## config.mk

```make
export PLATFORM = sky130hd
export DESIGN_NAME = dqrp_ctrl
export DESIGN_NICKNAME = d
export VERILOG_FILES = /design/src/hdl/dqrp_pkg.sv /design/src/hdl/dqrp_ctrl.sv
export SDC_FILE = /design/constraint.sdc
export NUM_CORES = 1
export LEC_CHECK = 0
export BUFFER_PORTS_ARGS = -buffer_cell sky130_fd_sc_hd__buf_2
export CORE_AREA = 8 8 45 47
export CTS_BUF_LIST = sky130_fd_sc_hd__clkbuf_16
export CTS_CLUSTER_SIZE = 16
export DETAILED_ROUTE_END_ITERATION = 16
export DIE_AREA = 0 0 53 55
export PLACE_DENSITY_LB_ADDON = 0.05
export SYNTH_ARGS = -nofsm -noshare
export SYNTH_HDL_FRONTEND = slang
export SYNTH_SLANG_ARGS = --single-unit
```

## constraint.sdc

```tcl
create_clock -name i_clk -period 2.5 [get_ports i_clk]
set_clock_uncertainty 0.05 [all_clocks]
set_input_delay 0.5 -clock i_clk [delete_from_list [all_inputs] [get_ports i_clk]]
set_output_delay 0.5 -clock i_clk [all_outputs]
set_load 0.05 [all_outputs]
```

## src/hdl/dqrp_pkg.sv

```systemverilog
// Shared types, constants and status codes for the DNS query/response pairing unit.
// Has no dependencies; every other file but dqrp_ram imports it.
package dqrp_pkg;

    // Table geometry.
    localparam int ENTRIES = 64;
    localparam int IDX_W   = (ENTRIES > 1) ? $clog2(ENTRIES) : 1;

    // Field widths.
    localparam int KEY_W   = 48;
    localparam int SEC_W   = 32;
    localparam int NSEC_W  = 30;
    localparam int SIZE_W  = 16;
    localparam int TTL_W   = 16;
    localparam int CNT_W   = 7;

    // Nanosecond constants.
    localparam logic [NSEC_W-1:0] NSEC_PER_SEC = 30'd1000000000;
    localparam logic [NSEC_W-1:0] NSEC_MAX     = 30'd999999999;

    // Register reset value.
    localparam logic [TTL_W-1:0] TTL_RESET = 16'd5;

    // Request codes.
    localparam logic [1:0] REQ_START = 2'd0;
    localparam logic [1:0] REQ_END   = 2'd1;
    localparam logic [1:0] REQ_PURGE = 2'd2;

    // Result status codes.
    localparam logic [2:0] ST_STORED    = 3'd0;
    localparam logic [2:0] ST_FULL      = 3'd1;
    localparam logic [2:0] ST_MATCHED   = 3'd2;
    localparam logic [2:0] ST_TIMED_OUT = 3'd3;
    localparam logic [2:0] ST_NOT_FOUND = 3'd4;
    localparam logic [2:0] ST_PURGED    = 3'd5;

    // Input word.
    typedef struct packed {
        logic [1:0]        req_type;
        logic [31:0]       flow_key;
        logic [15:0]       query_id;
        logic [SEC_W-1:0]  stamp_sec;
        logic [NSEC_W-1:0] stamp_nsec;
        logic [SIZE_W-1:0] query_size;
    } t_in_word;

    // Result word.
    typedef struct packed {
        logic [2:0]        status;
        logic [SEC_W-1:0]  latency_sec;
        logic [NSEC_W-1:0] latency_nsec;
        logic [SIZE_W-1:0] matched_size;
        logic [CNT_W-1:0]  purged_count;
    } t_out_word;

    // One stored table entry as held in the entry memory.
    typedef struct packed {
        logic [KEY_W-1:0]  key;
        logic [SEC_W-1:0]  sec;
        logic [NSEC_W-1:0] nsec;
        logic [SIZE_W-1:0] size;
    } t_entry;

    localparam int ENT_W = $bits(t_entry);

    // Commands from the controller to the datapath.
    typedef struct packed {
        logic load;
        logic scan;
        logic calc;
        logic emit;
    } t_dp_cmd;

    // Status from the datapath to the controller.
    typedef struct packed {
        logic scan_last;
        logic out_free;
    } t_dp_stat;

endpackage

```

## src/hdl/dqrp_ctrl.sv

```systemverilog
// Sequencing state machine of the pairing unit: accept, scan, drain, calculate, emit.
// Depends on dqrp_pkg for the command and status structs.
module dqrp_ctrl import dqrp_pkg::*; (
    input  logic     i_clk,
    input  logic     i_rst_n,
    input  logic     i_in_valid,
    output logic     o_in_ready,
    output t_dp_cmd  o_cmd,
    input  t_dp_stat i_stat
);

    typedef enum logic [2:0] {
        S_IDLE,
        S_SCAN,
        S_DRAIN,
        S_CALC,
        S_EMIT
    } t_state;

    t_state r_state;
    t_state n_state;

    // Next state and datapath commands.
    always_comb begin
        n_state    = r_state;
        o_cmd      = '0;
        o_in_ready = 1'b0;
        unique case (r_state)
            S_IDLE: begin
                o_in_ready = 1'b1;
                if (i_in_valid) begin
                    o_cmd.load = 1'b1;
                    n_state    = S_SCAN;
                end
            end
            S_SCAN: begin
                o_cmd.scan = 1'b1;
                if (i_stat.scan_last) begin
                    n_state = S_DRAIN;
                end
            end
            S_DRAIN: begin
                n_state = S_CALC;
            end
            S_CALC: begin
                o_cmd.calc = 1'b1;
                n_state    = S_EMIT;
            end
            S_EMIT: begin
                if (i_stat.out_free) begin
                    o_cmd.emit = 1'b1;
                    n_state    = S_IDLE;
                end
            end
            default: begin
                n_state = S_IDLE;
            end
        endcase
    end

    // State register.
    always_ff @(posedge i_clk) begin
        if (!i_rst_n) begin
            r_state <= S_IDLE;
        end else begin
            r_state <= n_state;
        end
    end

endmodule

```

-- Word-level counts from Yosys, hierarchy flattened
Cells that the tools add are included.
- multiplexer cells: 11
- equality and inequality tests: 7
- $lt $le $gt $ge: 0
- multipliers: 0
- reductions and logical operators: 2
- add/subtract/negate cells: 0
- shift-type cells: 0
- div/mod/pow operators: 0
- bitwise operators: 0
- operators with widths (operator ; number):
    $pmux 3 s5 ; 1
    $mux 3 ; 3
    $mux 1 ; 7
    $eq 3x2->1 const B ; 2
    $ne 2x2->1 const B ; 3
    $eq 3x1->1 const B ; 1
    $eq 3x3->1 const B ; 1
    $logic_not 3->1 ; 1
    $reduce_and 3->1 ; 1
- memory bits (writable): 0
- latch bits: 0
- memories: 0
- bits in registers: 3
- bits in read-only memories: 0
- word-level logic and storage cells: 21
- output and inout port bits: 5
- input port bits: 5

-- Longest topological paths before layout
- word-level depth: 3
- mapped depth: 2
- depth with buffers taken out: 2

-- Worst setup path after synthesis
No wires, ideal clock.
- kind: register to output
- start point: register r_state[1]
- end point: output port o_cmd[3] (netlist name)
- path buffers: 0
- data arrival time: 2052 ps
- required time: 1950 ps
- stages on the path, launching flop included: 3
- path slack: -102 ps
- cells stage by stage: dfxtp_1 nor3_1 and2_1
- RTL lines (element ; RTL line ; RTL):
    start, declared ; dqrp_ctrl.sv:20 ; t_state r_state;
    start signal, assigned ; dqrp_ctrl.sv:66 ; r_state <= n_state;
    end, declared ; dqrp_ctrl.sv:8 ; output t_dp_cmd o_cmd,

==> flow_summary_export.csv <==
group,metric,value,unit
layout,syn_to_final_growth,90.8,%
routing,wl_per_cell,11.1,um
pwr,irDropWorstVdd,0.000304,V
routing,ant_nets,0,
layout,diodes,0,
setup_path,cp_max_fo,9,
worst_hold_path,hold_path_depth,2,
floorplanning,boundaryPins,10,
clocking,cts-root-buf,"clkbuf_16",
setup_path,r2r-end,"r_state[0]",
timing,fin_hold_ws,451,ps
routing,wirelength,509,um
routing,vias,182,
setup_path,end_kind,"output pin",
grt,gr-total-overflow,0,
setup_path,cp.required,1950,ps
grt,antenna_found_initial,0,
logic_synthesis,yosysMostFrequentCell,"dfxtp_1",
timing,hold_viol_final,0,
setup_path,cp.depth,3,
logic_synthesis,synth_edf_count,0,
setup_path,cp_top_family,"flip-flops",
run,drv_cap,0,
logic_synthesis,synthesis.area,164,um^2
worst_hold_path,min_to,"r_state[2]",
timing,rsz0062_at_grt,"no",
clocking,ctsHtreeMaxLevel,1,
clocking,cts_inserted_buffers,3,
clocking,tritoncts,"built",
timing,fin_setup_tns,0,ps
floorplanning,die_w,53,um
setup_path,cp_num_buf_inv,1,
layout,fin_nets,36,
floorplanning,rows,14,
clocking,cts.sinks,3,
timing,timing.slew.headroom,81.5,%
logic_synthesis,synth_fp_nets,22,
layout,drive_gt1_share,50.0,%
logic_synthesis,synth_flop_cell,"dfxtp_1",
routing,dr.pass1.iters,2,
clocking,hold_buffers,0,
logic_synthesis,synth.yosys.seq_area_share,36.6,%
grt,grt_util_all_layers,4.31,%
layout,largest_reg_flops,3,
setup_path,cp_cell_sequence,"nor3_2, and2_1, buf_2",
clocking,cts_setup_buffers,0,
timing,clock.fmax,570,MHz
clocking,cts.clk_slew.worst_paths,30,ps
setup_path,r2r-start,"r_state[0]",
placed_design,numPortBuffers,9,
floorplanning,die-height,55,um
logic_synthesis,ys_ff_latch,3,
timing,finalMaxSlewViolations,0,
setup_path,path_class,"reg2out",
routing,drt_iter0_markers,2,
setup_path,critPathLaunchType,"flip-flop",
layout,fin_area,313,um^2
logic_synthesis,async_flop_share,0,%
setup_path,reg2reg_slack,1430,ps
logic_synthesis,synth_cell_types,13,
layout,top_regs,"r_state: 3 flops",
placed_design,post-place-ws,897,ps
setup_path,cp_slowest_cell,"dfxtp_1",
logic_synthesis,synth_commonest_cells,"dfxtp_1 (3), a21oi_1 (2), nand2b_1 (2)",
grt,grt_pass1_wl,828,um
floorplanning,dieArea,2920,um^2
worst_hold_path,holdCritStartpoint,"i_rst_n",
grt,grt_max_degree,10,
timing,finalSetupViolations,0,
clocking,cts.repair.resized,0,
timing,post-route-period-util,70.2,%
timing,fin_crit,1750,ps
logic_synthesis,synthCells,17,
layout,regMostFlops,"r_state",
grt,grt_pass1_vias,191,
logic_synthesis,yosysWarnings,0,
pwr,leakagePower,0.141,nW
layout,utilization,22.6,%
worst_hold_path,hp-class,"in2reg",
timing,worst_pin_slew,277,ps
placed_design,gp_congestion,0.569,
setup_path,slowest_delay,380,ps
clocking,clk_path_buf_depth,2,
placed_design,placed_area,234,um^2
timing,setup_ws,746,ps
floorplanning,initial_core_util,11.8,%
floorplanning,coreArea,1380,um^2
routing,drc,0,
routing,vias_per_cell,3.96,
clocking,clkLatencyLatePin,220,ps
logic_synthesis,synthTopCellsByArea,"dfxtp_1 (37%), and4bb_2 (7.6%), nand2b_1 (7.6%)",
pwr,power_density,1120,nW/um^2
layout,num-fill-cells,161,
setup_path,cp_data_arrival_time,1200,ps
status,status,"finished, final reports clean",
logic_synthesis,avgSynthCellArea,9.64,um^2
logic_synthesis,synth_top_cell_area_share,36.6,%
logic_synthesis,post-synth-top-area-cell,"dfxtp_1",
setup_path,rr_worst_depth,2,
## metal layers
layer / GRT usage (%) / vias up / routed length [um]
met3: 2.94 / 2 / 51
met4: 6.47 / 0 / 10
li1: - / 92 / -
met5: 0 / - / 0
met2: 6.05 / 5 / 252
met1: 3.33 / 83 / 194
## worst max-delay path by stage
| stage | startpoint | end |
|---|---|---|
| 4_1_cts | r_state[1] | o_cmd[3] |
| 6_report | r_state[1] | o_cmd[3] |
| 2_1_floorplan | r_state[1] | o_cmd[3] |
| 5_1_grt | r_state[0] | o_cmd[2] |
| 3_3_place_gp | i_stat[0] | o_cmd[0] |
| 3_5_place_dp | i_stat[0] | o_cmd[0] |
## report_power, final
group          total [W]  leakage, nW  switching (W)  internal, W
Combinational  0.0000446       0.0740      0.0000303    0.0000143
Clock           0.000249       0.0423      0.0000427     0.000206
Sequential     0.0000568       0.0246     0.00000570    0.0000511
Total           0.000350        0.141      0.0000788     0.000272
## per-stage QoR
| step | power [W] | cells |
|---|---|---|
| 2_1_floorplan | 0.0000900 | 17 |
| 3_3_place_gp | 0.000103 | 42 |
| 3_5_place_dp | 0.000103 | 42 |
| 4_1_cts | 0.000357 | 46 |
| 5_1_grt | 0.000364 | 46 |
| 6_report | 0.000350 | 46 |
## layout make-up
cell class	count	area [um^2]	area share [%]
multi-input combinational	14	109	34.8
sequential	3	60.1	19.2
tap	16	20.0	6.40
clock inverter	1	3.75	1.20
clock buffer	3	75.1	24.0
timing repair buffer	9	45.0	14.4
## cell families after synthesis
| family | count (synthesis) | share of synthesized area, % |
|---|---|---|
| flops | 3 | 36.6 |
| simple gates | 10 | 48.1 |
| compound gates | 4 | 15.3 |
## cell usage in the layout (no fill, tap or decap), types with 2 or more instances in the layout
| cell type | instances |
|---|---|
| nand2b_1 | 2 |
| buf_2 | 9 |
| dfxtp_1 | 3 |
| clkbuf_16 | 3 |
| a21oi_1 | 2 |
Note: power is estimated with default switching activity, not from simulation.
